[src/hdl/psde_pkg.sv]
// ----------------------------------------------------------------------------
// psde_pkg
// Shared types, constants and functions of the stored-deflate PNG encoder.
// ----------------------------------------------------------------------------
package psde_pkg;

  // default sizes and stored block length
  localparam int unsigned DEF_MAX_WIDTH   = 4096;
  localparam int unsigned DEF_MAX_HEIGHT  = 4096;
  localparam int unsigned DEF_BLOCK_BYTES = 65535;

  // field widths
  localparam int unsigned CFG_W   = 13;
  localparam int unsigned INDEX_W = 8;

  // register indexes
  localparam logic [INDEX_W-1:0] REG_IMAGE_WIDTH  = 8'd0;
  localparam logic [INDEX_W-1:0] REG_IMAGE_HEIGHT = 8'd1;

  // per-pixel result window
  localparam int unsigned RESULT_LIMIT  = 64;
  localparam int unsigned TRAILER_BYTES = 20;
  localparam int unsigned COUNT_W       = 7;

  // byte positions inside the header, block header and trailer
  localparam logic [5:0] HDR_IHDR_FIRST = 6'd12;
  localparam logic [5:0] HDR_IHDR_LAST  = 6'd28;
  localparam logic [5:0] HDR_CRC_FIRST  = 6'd29;
  localparam logic [5:0] HDR_ZLEN_FIRST = 6'd33;
  localparam logic [5:0] HDR_ZLEN_LAST  = 6'd36;
  localparam logic [5:0] HDR_IDAT_FIRST = 6'd37;
  localparam logic [5:0] HDR_LAST       = 6'd42;
  localparam logic [5:0] HDR_DIV_START  = 6'd1;
  localparam logic [5:0] BLK_LAST       = 6'd4;
  localparam logic [5:0] TRL_ADLER_LAST = 6'd3;
  localparam logic [5:0] TRL_LAST       = 6'd19;

  // checksum constants
  localparam logic [31:0] CRC_POLY   = 32'hEDB88320;
  localparam logic [31:0] CRC_INIT   = 32'hFFFFFFFF;
  localparam logic [31:0] IEND_CRC   = 32'hAE426082;
  localparam logic [16:0] ADLER_MOD  = 17'd65521;

  // datapath operation
  typedef enum logic [2:0] {
    OP_NONE = 3'd0,
    OP_HDR  = 3'd1,
    OP_BLK  = 3'd2,
    OP_RAW  = 3'd3,
    OP_TRL  = 3'd4
  } op_e;

  // raw byte of the current pixel
  typedef enum logic [2:0] {
    SEL_FILTER = 3'd0,
    SEL_RED    = 3'd1,
    SEL_GREEN  = 3'd2,
    SEL_BLUE   = 3'd3,
    SEL_ALPHA  = 3'd4
  } sel_e;

  typedef struct packed {
    op_e        op;
    logic [5:0] idx;
    sel_e       sel;
    logic       step;
    logic       emit;
    logic       run_end;
    logic       file_end;
    logic       load_pixel;
    logic       load_size;
    logic       hdr_calc;
    logic       div_start;
    logic       file_reset;
    logic       in_ready;
  } cmd_t;

  typedef struct packed {
    logic slot_free;
    logic pix_valid;
    logic block_empty;
    logic col_zero;
    logic col_last;
    logic row_last;
    logic div_busy;
  } status_t;

  // one byte into a reflected crc-32
  function automatic logic [31:0] crc_byte(input logic [31:0] crc, input logic [7:0] b);
    logic [31:0] c;
    c = crc ^ {24'd0, b};
    for (int k = 0; k < 8; k++) begin
      c = c[0] ? (CRC_POLY ^ (c >> 1)) : (c >> 1);
    end
    return c;
  endfunction

  // big-endian byte of a word
  function automatic logic [7:0] be_byte(input logic [31:0] v, input logic [1:0] pos);
    logic [7:0] r;
    case (pos)
      2'd0:    r = v[31:24];
      2'd1:    r = v[23:16];
      2'd2:    r = v[15:8];
      default: r = v[7:0];
    endcase
    return r;
  endfunction

endpackage

[src/hdl/psde_pix_if.sv]
// ----------------------------------------------------------------------------
// psde_pix_if
// Pixel channel: one rgb pixel per transaction.
// ----------------------------------------------------------------------------
interface psde_pix_if;
  logic       valid;
  logic       ready;
  logic [7:0] red;
  logic [7:0] green;
  logic [7:0] blue;

  modport source (output valid, output red, output green, output blue, input ready);
  modport sink   (input valid, input red, input green, input blue, output ready);
endinterface

[src/hdl/psde_byte_if.sv]
// ----------------------------------------------------------------------------
// psde_byte_if
// Byte channel: one byte of the png stream per transaction.
// ----------------------------------------------------------------------------
interface psde_byte_if;
  logic       valid;
  logic       ready;
  logic [7:0] out_byte;
  logic       run_end;
  logic       file_end;

  modport source (output valid, output out_byte, output run_end, output file_end, input ready);
  modport sink   (input valid, input out_byte, input run_end, input file_end, output ready);
endinterface

[src/hdl/psde_cfg_if.sv]
// ----------------------------------------------------------------------------
// psde_cfg_if
// Configuration write channel: register index and write data.
// ----------------------------------------------------------------------------
interface psde_cfg_if;
  logic        valid;
  logic        ready;
  logic [7:0]  index;
  logic [12:0] data;

  modport source (output valid, output index, output data, input ready);
  modport sink   (input valid, input index, input data, output ready);
endinterface

[src/hdl/psde_div.sv]
// ----------------------------------------------------------------------------
// psde_div
// Division by the stored block length through a constant reciprocal multiply.
// ----------------------------------------------------------------------------
module psde_div #(
  parameter int unsigned STORED_BLOCK_BYTES = psde_pkg::DEF_BLOCK_BYTES
) (
  input  logic        clk_i,
  input  logic        rst_ni,
  input  logic        start_i,
  input  logic [31:0] dividend_i,
  output logic        busy_o,
  output logic [31:0] quot_o
);

  // reciprocal exact for every 32-bit dividend
  localparam int unsigned SHIFT = 32 + $clog2(STORED_BLOCK_BYTES);
  localparam logic [32:0] RECIP =
    33'(((64'd1 << SHIFT) + 64'(STORED_BLOCK_BYTES) - 64'd1) / 64'(STORED_BLOCK_BYTES));

  logic [31:0] num_q;
  logic [31:0] quo_q;
  logic        busy_q;
  logic [64:0] prod;

  // product of the latched dividend and the reciprocal
  assign prod = 65'(num_q) * 65'(RECIP);

  // busy for the one cycle in which the product is taken
  always_ff @(posedge clk_i or negedge rst_ni) begin
    if (!rst_ni) begin
      busy_q <= 1'b0;
    end else begin
      busy_q <= start_i;
    end
  end

  // dividend latch and quotient register
  always_ff @(posedge clk_i) begin
    if (start_i) begin
      num_q <= dividend_i;
    end
    if (busy_q) begin
      quo_q <= 32'(prod >> SHIFT);
    end
  end

  assign busy_o = busy_q;
  assign quot_o = quo_q;

endmodule

[src/hdl/psde_ctrl.sv]
// ----------------------------------------------------------------------------
// psde_ctrl
// Byte sequencer: walks header, block headers, pixel bytes and trailer.
// ----------------------------------------------------------------------------
module psde_ctrl (
  input  logic               clk_i,
  input  logic               rst_ni,
  input  psde_pkg::status_t  status_i,
  output psde_pkg::cmd_t     cmd_o
);

  typedef enum logic [4:0] {
    ST_IDLE = 5'b00001,
    ST_HDR  = 5'b00010,
    ST_BLK  = 5'b00100,
    ST_RAW  = 5'b01000,
    ST_TRL  = 5'b10000
  } state_e;

  localparam logic [psde_pkg::COUNT_W-1:0] CNT_LAST =
    psde_pkg::COUNT_W'(psde_pkg::RESULT_LIMIT - 1);
  localparam logic [psde_pkg::COUNT_W-1:0] CNT_FIT =
    psde_pkg::COUNT_W'(psde_pkg::RESULT_LIMIT - psde_pkg::TRAILER_BYTES - 1);

  state_e                        state_q, state_d;
  logic [5:0]                    idx_q, idx_d;
  psde_pkg::sel_e                sel_q, sel_d;
  logic [psde_pkg::COUNT_W-1:0]  cnt_q, cnt_d;
  logic                          hdr_done_q, hdr_done_d;
  logic                          pend_q, pend_d;
  logic                          drop, room, at_limit, img_end, fits, wait_div;
  psde_pkg::sel_e                sel_next;

  // next pixel byte
  always_comb begin
    case (sel_q)
      psde_pkg::SEL_FILTER: sel_next = psde_pkg::SEL_RED;
      psde_pkg::SEL_RED:    sel_next = psde_pkg::SEL_GREEN;
      psde_pkg::SEL_GREEN:  sel_next = psde_pkg::SEL_BLUE;
      default:              sel_next = psde_pkg::SEL_ALPHA;
    endcase
  end

  assign drop     = cnt_q[psde_pkg::COUNT_W-1];
  assign room     = drop || status_i.slot_free;
  assign at_limit = (cnt_q == CNT_LAST);
  assign img_end  = status_i.col_last && status_i.row_last;
  assign fits     = (cnt_q <= CNT_FIT);
  assign wait_div = (idx_q >= psde_pkg::HDR_ZLEN_FIRST) && (idx_q <= psde_pkg::HDR_ZLEN_LAST)
                    && status_i.div_busy;

  // sequencer
  always_comb begin
    state_d    = state_q;
    idx_d      = idx_q;
    sel_d      = sel_q;
    cnt_d      = cnt_q;
    hdr_done_d = hdr_done_q;
    pend_d     = pend_q;
    cmd_o          = '0;
    cmd_o.op       = psde_pkg::OP_NONE;
    cmd_o.idx      = idx_q;
    cmd_o.sel      = sel_q;
    cmd_o.in_ready = (state_q == ST_IDLE);

    unique case (state_q)
      ST_IDLE: begin
        if (status_i.pix_valid) begin
          cmd_o.load_pixel = 1'b1;
          cnt_d = '0;
          idx_d = '0;
          sel_d = status_i.col_zero ? psde_pkg::SEL_FILTER : psde_pkg::SEL_RED;
          if (pend_q) begin
            state_d = ST_TRL;
          end else if (!hdr_done_q) begin
            cmd_o.load_size = 1'b1;
            state_d = ST_HDR;
          end else begin
            state_d = ST_RAW;
          end
        end
      end
      ST_HDR: begin
        cmd_o.op       = psde_pkg::OP_HDR;
        cmd_o.hdr_calc = (idx_q == '0);
        if (room && !wait_div) begin
          cmd_o.step      = 1'b1;
          cmd_o.emit      = !drop;
          cmd_o.run_end   = at_limit;
          cmd_o.div_start = (idx_q == psde_pkg::HDR_DIV_START);
          if (idx_q == psde_pkg::HDR_LAST) begin
            hdr_done_d = 1'b1;
            idx_d      = '0;
            state_d    = ST_RAW;
          end else begin
            idx_d = idx_q + 6'd1;
          end
        end
      end
      ST_BLK: begin
        cmd_o.op = psde_pkg::OP_BLK;
        if (room) begin
          cmd_o.step    = 1'b1;
          cmd_o.emit    = !drop;
          cmd_o.run_end = at_limit;
          if (idx_q == psde_pkg::BLK_LAST) begin
            idx_d   = '0;
            state_d = ST_RAW;
          end else begin
            idx_d = idx_q + 6'd1;
          end
        end
      end
      ST_RAW: begin
        if (status_i.block_empty) begin
          idx_d   = '0;
          state_d = ST_BLK;
        end else begin
          cmd_o.op = psde_pkg::OP_RAW;
          if (room) begin
            cmd_o.step    = 1'b1;
            cmd_o.emit    = !drop;
            cmd_o.run_end = at_limit ||
                            ((sel_q == psde_pkg::SEL_ALPHA) && !(img_end && fits));
            if (sel_q == psde_pkg::SEL_ALPHA) begin
              idx_d = '0;
              if (img_end && fits) begin
                state_d = ST_TRL;
              end else begin
                pend_d  = img_end;
                state_d = ST_IDLE;
              end
            end else begin
              sel_d = sel_next;
            end
          end
        end
      end
      ST_TRL: begin
        cmd_o.op = psde_pkg::OP_TRL;
        if (room) begin
          cmd_o.step     = 1'b1;
          cmd_o.emit     = !drop;
          cmd_o.run_end  = at_limit || (idx_q == psde_pkg::TRL_LAST);
          cmd_o.file_end = (idx_q == psde_pkg::TRL_LAST);
          if (idx_q == psde_pkg::TRL_LAST) begin
            cmd_o.file_reset = 1'b1;
            hdr_done_d = 1'b0;
            pend_d     = 1'b0;
            idx_d      = '0;
            state_d    = ST_IDLE;
          end else begin
            idx_d = idx_q + 6'd1;
          end
        end
      end
      default: state_d = ST_IDLE;
    endcase

    // result count, saturating at the window size
    if (cmd_o.step && !drop) begin
      cnt_d = cnt_q + 1'b1;
    end
  end

  always_ff @(posedge clk_i or negedge rst_ni) begin
    if (!rst_ni) begin
      state_q    <= ST_IDLE;
      idx_q      <= '0;
      sel_q      <= psde_pkg::SEL_FILTER;
      cnt_q      <= '0;
      hdr_done_q <= 1'b0;
      pend_q     <= 1'b0;
    end else begin
      state_q    <= state_d;
      idx_q      <= idx_d;
      sel_q      <= sel_d;
      cnt_q      <= cnt_d;
      hdr_done_q <= hdr_done_d;
      pend_q     <= pend_d;
    end
  end

endmodule

[src/hdl/psde_dpath.sv]
// ----------------------------------------------------------------------------
// psde_dpath
// Datapath: size registers, counters, checksums, byte mux and output register.
// ----------------------------------------------------------------------------
module psde_dpath #(
  parameter int unsigned MAX_WIDTH          = psde_pkg::DEF_MAX_WIDTH,
  parameter int unsigned MAX_HEIGHT         = psde_pkg::DEF_MAX_HEIGHT,
  parameter int unsigned STORED_BLOCK_BYTES = psde_pkg::DEF_BLOCK_BYTES
) (
  input  logic               clk_i,
  input  logic               rst_ni,
  psde_pix_if.sink           pix_i,
  psde_byte_if.source        res_o,
  psde_cfg_if.sink           cfg_i,
  input  psde_pkg::cmd_t     cmd_i,
  output psde_pkg::status_t  status_o
);

  localparam int unsigned WW = $clog2(MAX_WIDTH + 1);
  localparam int unsigned HW = $clog2(MAX_HEIGHT + 1);
  localparam logic [15:0] BLK_MAX = 16'(STORED_BLOCK_BYTES);

  // configuration and latched file size
  logic [psde_pkg::CFG_W-1:0] cfg_w_q, cfg_h_q;
  logic [WW-1:0]              file_w_q;
  logic [HW-1:0]              file_h_q;
  logic [31:0]                w_clamp, h_clamp;

  // pixel and stream state
  logic [7:0]    red_q, green_q, blue_q;
  logic [WW-1:0] col_q;
  logic [HW-1:0] row_q;
  logic [15:0]   block_q;
  logic [31:0]   raw_q;
  logic [31:0]   crc_q, hcrc_q;
  logic [15:0]   adl_q, adh_q;

  // output register
  logic       out_valid_q;
  logic [7:0] out_byte_q;
  logic       out_run_q, out_file_q;

  logic [31:0] fw32, fh32, quot, zlen, adler, crc_in;
  logic [15:0] blk, nlen;
  logic [7:0]  hdr_byte, blk_byte, raw_byte, trl_byte, cur_byte;
  logic [16:0] low_sum, high_sum;
  logic [15:0] low_new, high_new;
  logic        div_busy;

  assign cfg_i.ready = 1'b1;
  assign pix_i.ready = cmd_i.in_ready;

  // clamp configured size to the supported range
  assign w_clamp = (cfg_w_q == '0) ? 32'd1 :
                   ((32'(cfg_w_q) > 32'(MAX_WIDTH)) ? 32'(MAX_WIDTH) : 32'(cfg_w_q));
  assign h_clamp = (cfg_h_q == '0) ? 32'd1 :
                   ((32'(cfg_h_q) > 32'(MAX_HEIGHT)) ? 32'(MAX_HEIGHT) : 32'(cfg_h_q));

  assign fw32 = 32'(file_w_q);
  assign fh32 = 32'(file_h_q);

  // block count for the idat length
  psde_div #(
    .STORED_BLOCK_BYTES (STORED_BLOCK_BYTES)
  ) u_div (
    .clk_i      (clk_i),
    .rst_ni     (rst_ni),
    .start_i    (cmd_i.div_start),
    .dividend_i (raw_q + 32'(BLK_MAX) - 32'd1),
    .busy_o     (div_busy),
    .quot_o     (quot)
  );

  assign zlen  = raw_q + (quot << 2) + quot + 32'd6;
  assign blk   = (raw_q < 32'(BLK_MAX)) ? raw_q[15:0] : BLK_MAX;
  assign nlen  = ~blk;
  assign adler = {adh_q, adl_q};

  // header bytes
  always_comb begin
    case (cmd_i.idx)
      6'd0:  hdr_byte = 8'h89;
      6'd1:  hdr_byte = 8'h50;
      6'd2:  hdr_byte = 8'h4E;
      6'd3:  hdr_byte = 8'h47;
      6'd4:  hdr_byte = 8'h0D;
      6'd5:  hdr_byte = 8'h0A;
      6'd6:  hdr_byte = 8'h1A;
      6'd7:  hdr_byte = 8'h0A;
      6'd11: hdr_byte = 8'h0D;
      6'd12: hdr_byte = 8'h49;
      6'd13: hdr_byte = 8'h48;
      6'd14: hdr_byte = 8'h44;
      6'd15: hdr_byte = 8'h52;
      6'd16, 6'd17, 6'd18, 6'd19: hdr_byte = psde_pkg::be_byte(fw32, cmd_i.idx[1:0]);
      6'd20, 6'd21, 6'd22, 6'd23: hdr_byte = psde_pkg::be_byte(fh32, cmd_i.idx[1:0]);
      6'd24: hdr_byte = 8'h08;
      6'd25: hdr_byte = 8'h06;
      6'd29, 6'd30, 6'd31, 6'd32:
        hdr_byte = psde_pkg::be_byte(~hcrc_q, 2'(cmd_i.idx - psde_pkg::HDR_CRC_FIRST));
      6'd33, 6'd34, 6'd35, 6'd36:
        hdr_byte = psde_pkg::be_byte(zlen, 2'(cmd_i.idx - psde_pkg::HDR_ZLEN_FIRST));
      6'd37: hdr_byte = 8'h49;
      6'd38: hdr_byte = 8'h44;
      6'd39: hdr_byte = 8'h41;
      6'd40: hdr_byte = 8'h54;
      6'd41: hdr_byte = 8'h78;
      6'd42: hdr_byte = 8'h01;
      default: hdr_byte = 8'h00;
    endcase
  end

  // stored block header bytes
  always_comb begin
    case (cmd_i.idx)
      6'd0:    blk_byte = {7'd0, (32'(blk) == raw_q)};
      6'd1:    blk_byte = blk[7:0];
      6'd2:    blk_byte = blk[15:8];
      6'd3:    blk_byte = nlen[7:0];
      default: blk_byte = nlen[15:8];
    endcase
  end

  // pixel bytes
  always_comb begin
    case (cmd_i.sel)
      psde_pkg::SEL_FILTER: raw_byte = 8'h00;
      psde_pkg::SEL_RED:    raw_byte = red_q;
      psde_pkg::SEL_GREEN:  raw_byte = green_q;
      psde_pkg::SEL_BLUE:   raw_byte = blue_q;
      default:              raw_byte = 8'hFF;
    endcase
  end

  // trailer bytes
  always_comb begin
    case (cmd_i.idx)
      6'd0, 6'd1, 6'd2, 6'd3:     trl_byte = psde_pkg::be_byte(adler, cmd_i.idx[1:0]);
      6'd4, 6'd5, 6'd6, 6'd7:     trl_byte = psde_pkg::be_byte(~crc_q, cmd_i.idx[1:0]);
      6'd12: trl_byte = 8'h49;
      6'd13: trl_byte = 8'h45;
      6'd14: trl_byte = 8'h4E;
      6'd15: trl_byte = 8'h44;
      6'd16, 6'd17, 6'd18, 6'd19:
        trl_byte = psde_pkg::be_byte(psde_pkg::IEND_CRC, cmd_i.idx[1:0]);
      default: trl_byte = 8'h00;
    endcase
  end

  always_comb begin
    case (cmd_i.op)
      psde_pkg::OP_HDR: cur_byte = hdr_byte;
      psde_pkg::OP_BLK: cur_byte = blk_byte;
      psde_pkg::OP_RAW: cur_byte = raw_byte;
      psde_pkg::OP_TRL: cur_byte = trl_byte;
      default:          cur_byte = 8'h00;
    endcase
  end

  // adler-32 update
  always_comb begin
    low_sum  = {1'b0, adl_q} + 17'(raw_byte);
    low_new  = (low_sum >= psde_pkg::ADLER_MOD) ? 16'(low_sum - psde_pkg::ADLER_MOD)
                                                : low_sum[15:0];
    high_sum = {1'b0, adh_q} + {1'b0, low_new};
    high_new = (high_sum >= psde_pkg::ADLER_MOD) ? 16'(high_sum - psde_pkg::ADLER_MOD)
                                                 : high_sum[15:0];
  end

  // idat crc restarts at the chunk type
  assign crc_in = ((cmd_i.op == psde_pkg::OP_HDR) && (cmd_i.idx == psde_pkg::HDR_IDAT_FIRST))
                  ? psde_pkg::CRC_INIT : crc_q;

  // configuration registers
  always_ff @(posedge clk_i or negedge rst_ni) begin
    if (!rst_ni) begin
      cfg_w_q <= psde_pkg::CFG_W'(1);
      cfg_h_q <= psde_pkg::CFG_W'(1);
    end else if (cfg_i.valid) begin
      case (cfg_i.index)
        psde_pkg::REG_IMAGE_WIDTH:  cfg_w_q <= cfg_i.data;
        psde_pkg::REG_IMAGE_HEIGHT: cfg_h_q <= cfg_i.data;
        default: ;
      endcase
    end
  end

  // pixel latch
  always_ff @(posedge clk_i) begin
    if (cmd_i.load_pixel) begin
      red_q   <= pix_i.red;
      green_q <= pix_i.green;
      blue_q  <= pix_i.blue;
    end
  end

  // stream state and checksums
  always_ff @(posedge clk_i or negedge rst_ni) begin
    if (!rst_ni) begin
      file_w_q <= WW'(1);
      file_h_q <= HW'(1);
      col_q    <= '0;
      row_q    <= '0;
      block_q  <= '0;
      raw_q    <= '0;
      crc_q    <= psde_pkg::CRC_INIT;
      hcrc_q   <= psde_pkg::CRC_INIT;
      adl_q    <= 16'd1;
      adh_q    <= '0;
    end else begin
      if (cmd_i.load_size) begin
        file_w_q <= WW'(w_clamp);
        file_h_q <= HW'(h_clamp);
      end
      if (cmd_i.hdr_calc) begin
        raw_q   <= fh32 * ((fw32 << 2) + 32'd1);
        block_q <= '0;
      end
      if (cmd_i.step) begin
        case (cmd_i.op)
          psde_pkg::OP_HDR: begin
            if (cmd_i.idx == '0) begin
              hcrc_q <= psde_pkg::CRC_INIT;
            end else if ((cmd_i.idx >= psde_pkg::HDR_IHDR_FIRST) &&
                         (cmd_i.idx <= psde_pkg::HDR_IHDR_LAST)) begin
              hcrc_q <= psde_pkg::crc_byte(hcrc_q, cur_byte);
            end
            if (cmd_i.idx >= psde_pkg::HDR_IDAT_FIRST) begin
              crc_q <= psde_pkg::crc_byte(crc_in, cur_byte);
            end
          end
          psde_pkg::OP_BLK: begin
            crc_q <= psde_pkg::crc_byte(crc_q, cur_byte);
            if (cmd_i.idx == psde_pkg::BLK_LAST) begin
              block_q <= blk;
            end
          end
          psde_pkg::OP_RAW: begin
            crc_q <= psde_pkg::crc_byte(crc_q, cur_byte);
            adl_q <= low_new;
            adh_q <= high_new;
            if (block_q != '0) begin
              block_q <= block_q - 16'd1;
            end
            if (raw_q != '0) begin
              raw_q <= raw_q - 32'd1;
            end
            if (cmd_i.sel == psde_pkg::SEL_ALPHA) begin
              if (status_o.col_last) begin
                col_q <= '0;
                row_q <= row_q + 1'b1;
              end else begin
                col_q <= col_q + 1'b1;
              end
            end
          end
          psde_pkg::OP_TRL: begin
            if (cmd_i.idx <= psde_pkg::TRL_ADLER_LAST) begin
              crc_q <= psde_pkg::crc_byte(crc_q, cur_byte);
            end
            if (cmd_i.file_reset) begin
              file_w_q <= WW'(1);
              file_h_q <= HW'(1);
              col_q    <= '0;
              row_q    <= '0;
              block_q  <= '0;
              raw_q    <= '0;
              crc_q    <= psde_pkg::CRC_INIT;
              adl_q    <= 16'd1;
              adh_q    <= '0;
            end
          end
          default: ;
        endcase
      end
    end
  end

  // output register
  always_ff @(posedge clk_i or negedge rst_ni) begin
    if (!rst_ni) begin
      out_valid_q <= 1'b0;
    end else if (cmd_i.emit) begin
      out_valid_q <= 1'b1;
    end else if (res_o.ready) begin
      out_valid_q <= 1'b0;
    end
  end

  always_ff @(posedge clk_i) begin
    if (cmd_i.emit) begin
      out_byte_q <= cur_byte;
      out_run_q  <= cmd_i.run_end;
      out_file_q <= cmd_i.file_end;
    end
  end

  assign res_o.valid    = out_valid_q;
  assign res_o.out_byte = out_byte_q;
  assign res_o.run_end  = out_run_q;
  assign res_o.file_end = out_file_q;

  // status towards the sequencer
  assign status_o.slot_free   = !out_valid_q || res_o.ready;
  assign status_o.pix_valid   = pix_i.valid;
  assign status_o.block_empty = (block_q == '0);
  assign status_o.col_zero    = (col_q == '0);
  assign status_o.col_last    = (32'(col_q) + 32'd1 >= fw32);
  assign status_o.row_last    = (32'(row_q) + 32'd1 >= fh32);
  assign status_o.div_busy    = div_busy;

endmodule

[src/hdl/png_stored_deflate_encoder.sv]
// ----------------------------------------------------------------------------
// png_stored_deflate_encoder
// RGB pixels in, an uncompressed 8-bit RGBA PNG byte stream out.
// ----------------------------------------------------------------------------
// Usage:
//   pix_i  : one rgb pixel per transaction, raster order.
//   res_o  : one file byte per transaction; run_end marks the last byte caused
//            by a pixel, file_end the last byte of the IEND chunk.
//   cfg_i  : register writes (0 image_width, 1 image_height), always ready,
//            sizes clamped and latched when a file's header starts.
// A pixel is taken only while the sequencer is idle, then one byte per cycle
// while the receiver is ready: 4 bytes, plus a filter byte at row start; a
// stored block header adds 5 more once the sequencer spots the empty block.
// The first pixel of a file adds 43 header bytes; the block count for the
// idat length comes from a reciprocal multiply (dividend latched, quotient
// registered), ready long before the length bytes. The last pixel adds 20
// trailer bytes, or the next pixel if they do not fit the 64-byte window.
// A stalled receiver holds the output register and stops the sequencer; the
// next pixel is taken once the current pixel's bytes have all been produced.
// Reset clears all file state; the next pixel opens a new file.
// ----------------------------------------------------------------------------
module png_stored_deflate_encoder #(
  parameter int unsigned MAX_WIDTH          = psde_pkg::DEF_MAX_WIDTH,
  parameter int unsigned MAX_HEIGHT         = psde_pkg::DEF_MAX_HEIGHT,
  parameter int unsigned STORED_BLOCK_BYTES = psde_pkg::DEF_BLOCK_BYTES
) (
  input  logic         clk_i,
  input  logic         rst_ni,
  psde_pix_if.sink     pix_i,
  psde_byte_if.source  res_o,
  psde_cfg_if.sink     cfg_i
);

  psde_pkg::cmd_t    cmd;
  psde_pkg::status_t status;

  // sequencer
  psde_ctrl u_ctrl (
    .clk_i    (clk_i),
    .rst_ni   (rst_ni),
    .status_i (status),
    .cmd_o    (cmd)
  );

  // datapath
  psde_dpath #(
    .MAX_WIDTH          (MAX_WIDTH),
    .MAX_HEIGHT         (MAX_HEIGHT),
    .STORED_BLOCK_BYTES (STORED_BLOCK_BYTES)
  ) u_dpath (
    .clk_i    (clk_i),
    .rst_ni   (rst_ni),
    .pix_i    (pix_i),
    .res_o    (res_o),
    .cfg_i    (cfg_i),
    .cmd_i    (cmd),
    .status_o (status)
  );

  // end of file is always the end of a run
  a_file_end_run: assert property (@(posedge clk_i) disable iff (!rst_ni)
    res_o.valid && res_o.file_end |-> res_o.run_end)
    else $error("file_end without run_end");

  // the sequencer never overwrites a byte still waiting
  a_emit_room: assert property (@(posedge clk_i) disable iff (!rst_ni)
    cmd.emit |-> status.slot_free)
    else $error("byte emitted into a full output register");

  // no pixel is taken while the length division runs
  a_div_no_pixel: assert property (@(posedge clk_i) disable iff (!rst_ni)
    status.div_busy |-> !pix_i.ready)
    else $error("pixel ready during header division");

endmodule

[src/flat_wrapper.sv]
// flat-port wrapper written by rule: the top's interface ports become plain ports
module png_stored_deflate_encoder_flat 
#(
  parameter int unsigned MAX_WIDTH          = psde_pkg::DEF_MAX_WIDTH,
  parameter int unsigned MAX_HEIGHT         = psde_pkg::DEF_MAX_HEIGHT,
  parameter int unsigned STORED_BLOCK_BYTES = psde_pkg::DEF_BLOCK_BYTES
)
  (clk_i, rst_ni, pix_i_valid, pix_i_red, pix_i_green, pix_i_blue, pix_i_ready, res_o_valid, res_o_out_byte, res_o_run_end, res_o_file_end, res_o_ready, cfg_i_valid, cfg_i_index, cfg_i_data, cfg_i_ready);
  psde_pix_if pix_i_i ();
  psde_byte_if res_o_i ();
  psde_cfg_if cfg_i_i ();
  input  logic clk_i;
  input  logic rst_ni;
  input wire logic [$bits(pix_i_i.valid)-1:0] pix_i_valid;
  input wire logic [$bits(pix_i_i.red)-1:0] pix_i_red;
  input wire logic [$bits(pix_i_i.green)-1:0] pix_i_green;
  input wire logic [$bits(pix_i_i.blue)-1:0] pix_i_blue;
  output wire logic [$bits(pix_i_i.ready)-1:0] pix_i_ready;
  output wire logic [$bits(res_o_i.valid)-1:0] res_o_valid;
  output wire logic [$bits(res_o_i.out_byte)-1:0] res_o_out_byte;
  output wire logic [$bits(res_o_i.run_end)-1:0] res_o_run_end;
  output wire logic [$bits(res_o_i.file_end)-1:0] res_o_file_end;
  input wire logic [$bits(res_o_i.ready)-1:0] res_o_ready;
  input wire logic [$bits(cfg_i_i.valid)-1:0] cfg_i_valid;
  input wire logic [$bits(cfg_i_i.index)-1:0] cfg_i_index;
  input wire logic [$bits(cfg_i_i.data)-1:0] cfg_i_data;
  output wire logic [$bits(cfg_i_i.ready)-1:0] cfg_i_ready;
  assign pix_i_i.valid = pix_i_valid;
  assign pix_i_i.red = pix_i_red;
  assign pix_i_i.green = pix_i_green;
  assign pix_i_i.blue = pix_i_blue;
  assign pix_i_ready = pix_i_i.ready;
  assign res_o_valid = res_o_i.valid;
  assign res_o_out_byte = res_o_i.out_byte;
  assign res_o_run_end = res_o_i.run_end;
  assign res_o_file_end = res_o_i.file_end;
  assign res_o_i.ready = res_o_ready;
  assign cfg_i_i.valid = cfg_i_valid;
  assign cfg_i_i.index = cfg_i_index;
  assign cfg_i_i.data = cfg_i_data;
  assign cfg_i_ready = cfg_i_i.ready;
  png_stored_deflate_encoder #(.MAX_WIDTH(MAX_WIDTH), .MAX_HEIGHT(MAX_HEIGHT), .STORED_BLOCK_BYTES(STORED_BLOCK_BYTES)) u_core (.clk_i(clk_i), .rst_ni(rst_ni), .pix_i(pix_i_i), .res_o(res_o_i), .cfg_i(cfg_i_i));
endmodule
[config.mk]
export PLATFORM = sky130hd
export DESIGN_NAME = png_stored_deflate_encoder_flat
export DESIGN_NICKNAME = d
export VERILOG_FILES = /design/src/hdl/psde_pkg.sv /design/src/hdl/psde_pix_if.sv /design/src/hdl/psde_byte_if.sv /design/src/hdl/psde_cfg_if.sv /design/src/hdl/psde_div.sv /design/src/hdl/psde_ctrl.sv /design/src/hdl/psde_dpath.sv /design/src/hdl/png_stored_deflate_encoder.sv /design/src/flat_wrapper.sv
export SDC_FILE = /design/constraint.sdc
export NUM_CORES = 2
export LEC_CHECK = 0
export BUFFER_PORTS_ARGS = -buffer_cell sky130_fd_sc_hd__buf_2
export CORE_UTILIZATION = 40
export CTS_CLUSTER_DIAMETER = 60
export DETAILED_ROUTE_END_ITERATION = 8
export SETUP_SLACK_MARGIN = 0.5
export SYNTH_ARGS = -nofsm -noshare
export SYNTH_HDL_FRONTEND = slang
export SYNTH_SLANG_ARGS = --single-unit
export TNS_END_PERCENT = 1
[constraint.sdc]
create_clock -name clk_i -period 12 [get_ports clk_i]
set_clock_uncertainty 0.2 [all_clocks]
set_input_delay 2.4 -clock clk_i [delete_from_list [all_inputs] [get_ports clk_i]]
set_output_delay 2.4 -clock clk_i [all_outputs]
set_load 0.02 [all_outputs]
==> metrics.md <==
| Metric | Value |
|---|---|
| Share of the synthesized area in the top cell type | `between 10% and 20%` |
| CTS tree | `built` |
| I/O pins | `63` |
| Final min period | `9530 ps` |
| Vias | `~28000` |
| Final Slew Violations | `0` |
| CP endpoint kind | `register` |
| Fin area | `36200 um2` |
| Fin Setup TNS | `0 ps` |
| Via-to-Cell Ratio | `5.82` |
| WP data arrival | `9830 ps` |
| Die width | `290 um` |
| Hold path startpoint | `u_core.u_dpath.crc_q[14]` |
| DR pass1 iterations | `8` |
| Post-synth EDFFs | `just over 80` |
| PortBufs | `61` |
| Clock-pin slew on the worst setup and hold paths | `60 ps` |
| Initial antenna violation count | `2` |
| RSZ-0062 raised after global routing | `no` |
| Most common cell after layout, fill and taps aside | `nor2_1` |
| Worst setup SP type | `register` |
| Cell area power density | `~260 nW/um2` |
| Fmax | `around 100 MHz` |
| Fin. Hold Viols | `0` |
| Final period util | `79.4%` |
| Root buffer cell | `clkbuf_16` |
| Most used DFF post-synth | `dfrtp_1` |
| Slew headroom | `21.4%` |
| RePlAce Congestion | `0.970` |
| Hold endpoint | `u_core.u_dpath.crc_q[14]` |
| Synth unique cells | `slightly above 100` |
| Register area share after synthesis | `between 20% and 30%` |
| Synth top area cells | `dfrtp_1, ha_1, fa_1` |
| Leak | `16.1 nW` |
| Syn_area_per_cell | `8.78 um2` |
| Max Buffers Root-to-Sink | `3` |
| Warnings from Yosys | `0` |
| R2R Setup Slk | `2470 ps` |
| Fraction of layout cells with a size suffix above 1 | `under 10%` |
| Antenna fix cells | `0` |
| DRC Markers | `0` |
| Worst reg2reg path startpoint | `u_core.u_ctrl.sel_q[0]` |
| Layout net count | `4286` |
| Hpwl dp | `78700 um` |
| WL/cell | `around 22 um` |
| Most frequent cells in the layout | `nor2_1, nand2_1, ha_1` |
| Status | `complete, no violations` |
| Initial Utilization | `slightly above 40%` |
| PostCTS Resize Cnt | `0` |
| Post-Syn Instances | `between 3000 and 4000` |
| Final setup violating endpoints | `0` |
| Hold Crit Class | `register to register` |
| Max cap viols | `0` |
| Max VDD drop | `0.000157 V` |
| Required @ worst endpoint | `around 12000 ps` |
| Post-synth ARST share | `74.8%` |
| Detail Route Antenna Nets | `0` |
| Mapped Nets | `approximately 4300` |
| Yosys reg bits | `330` |
| Layout area overhead | `8.93%` |
| Htree depth | `2` |
| Number of global-route vias before repair | `27400` |
| Post-synthesis cell area | `33300 um2` |
| Slowest cell on crit path | `dfrtp_1` |
| Placed instance area | `34600 um2` |
| Die Y | `290 um` |
| Starting DRT DRC Count | `~2600` |
| Worst path max stage delay | `710 ps` |
| Total setup buffers inserted after CTS | `0` |
| Synth area leader | `dfrtp_1` |
| Std-Cell Rows | `around 110` |
| Worst skew pair latency | `610 ps` |
| Total grt overflow | `0` |
| Worst-Margin Slew | `1180 ps` |
| Cells on worst reg2reg path | `30` |
| CTS Buf Count | `48` |
| Routed Wire Length | `105000 um` |
| Tot GR Track Use | `24.6%` |
| Die area | `84300 um2` |
| Hold_buf cts | `0` |
| Clock sink count | `330` |
| Hold path depth | `2` |
| First-pass GRT wire length | `between 150000 and 200000 um` |
| Worst r2r dst | `u_core.u_dpath.adh_q[5]` |
| Worst-path fanout max | `15` |
| Critical path class | `register to register` |
| Core area | `82200 um2` |
| Largest net degree at the start of global routing | `between 100 and 150` |
layout make-up:
cell class / count / area [um2]
sequential: 330 / 8760
clock inverter: 26 / 335
inverter: 308 / 1160
multi-input combinational: 2947 / 22600
timing repair buffer: 113 / 706
tap: 1070 / 1340
fill: 8126 / 46000
clock buffer: 62 / 1340
routing by layer:
| layer | track usage [%] | part of all wire, % |
|---|---|---|
| met5 | 0 | 0.024 |
| met4 | 10.3 | 4.4 |
| met3 | 3.41 | 6.1 |
| met2 | 39.4 | 46 |
| met1 | 33.2 | 44 |
how the worst max path moves through the flow:
stage	slack (ps)	endpoint	cells after the start	start
after global routing	1730	u_core.u_dpath.adh_q[6]	30	u_core.u_ctrl.sel_q[0]
final	2470	u_core.u_dpath.adh_q[5]	30	u_core.u_ctrl.sel_q[0]
after CTS	2570	u_core.u_dpath.adh_q[5]	30	u_core.u_ctrl.sel_q[0]
after floorplan	3990	u_core.u_dpath.adh_q[5]	33	u_core.u_ctrl.sel_q[0]
after global placement	2770	u_core.u_dpath.adh_q[5]	30	u_core.u_ctrl.sel_q[0]
after detailed placement	2650	u_core.u_dpath.adh_q[5]	30	u_core.u_ctrl.sel_q[0]
synthesized netlist by cell type (14+ instances only):
cell        n
mux2i_1    23
xnor2_1   203
or3_1      31
a22oi_1    28
nor3_1     86
o31ai_1    32
xor2_1    102
or2_2      17
nor2b_1    28
dfstp_2    70
nand2_1   337
ha_1      338
and2_1     36
a22o_1     19
a21oi_1   208
nand2b_1   33
o21ai_0   204
fa_1      150
o22ai_1    45
a31oi_1    35
dfrtp_1   177
a21o_1     44
nand3_1    82
a211oi_1   28
inv_1     301
o211ai_1   29
xnor3_1    16
edfxtp_1   83
nor2_1    359
and3_1     30
nor4_1     53
clkbuf_1  177
o21a_1     15
nor3b_1    14
nand4_1    30
o21bai_1   19
mux2_2     39
per-stage QoR:
stage	setup WS, ps	util (%)	power [W]	instances	hold WS (ps)
floorplan	3990	-	0.00629	3791	266
global placement	2770	42.0	0.00768	4768	284
detailed placement	2650	42.0	0.00771	4768	294
CTS	2570	44.1	0.00925	4856	299
global route	1730	44.1	0.00995	4856	319
finish	2470	44.1	0.00929	4856	302
worst max-delay path, delay by kind of cell (launching register included):
kind	cells	cell delay, ps
xor gates and xnor gates	2	310
muxes	1	380
buffers and inverters	2	140
adders and majority gates	3	860
and+or+nand+nor	6	2340
AOI/OAI and AO/OA	16	4500
DFF	1	710
sequential cells by signal, indices dropped and copies added (netlist names), 13 cells and up:
signal	flops
u_core.u_dpath.adh_q	16
u_core.u_dpath.adl_q	16
u_core.u_dpath.block_q	16
u_core.u_dpath.cfg_h_q	13
u_core.u_dpath.cfg_w_q	13
u_core.u_dpath.col_q	13
u_core.u_dpath.crc_q	32
u_core.u_dpath.file_h_q	13
u_core.u_dpath.file_w_q	13
u_core.u_dpath.hcrc_q	32
u_core.u_dpath.raw_q	32
u_core.u_dpath.row_q	13
u_core.u_dpath.u_div.num_q	32
u_core.u_dpath.u_div.quot_o	17
power breakdown:
group | switching [W] | internal (W) | total (W)
Combinational | 0.00334 | 0.00240 | 0.00574
Clock | 0.000573 | 0.000921 | 0.00149
Sequential | 0.000528 | 0.00153 | 0.00206
logic make-up after synthesis:
kind of cell,after synthesis,synth area share [%]
simple gates,1184,16.8
compound gates,875,17.3
buf+inv,514,5.89
fa+ha+maj,490,21.8
xor+xnor,334,9.77
flops,330,26.3
mux,63,2.05
other cells,1,0.0113
Note: power is estimated with default switching activity, not from simulation.
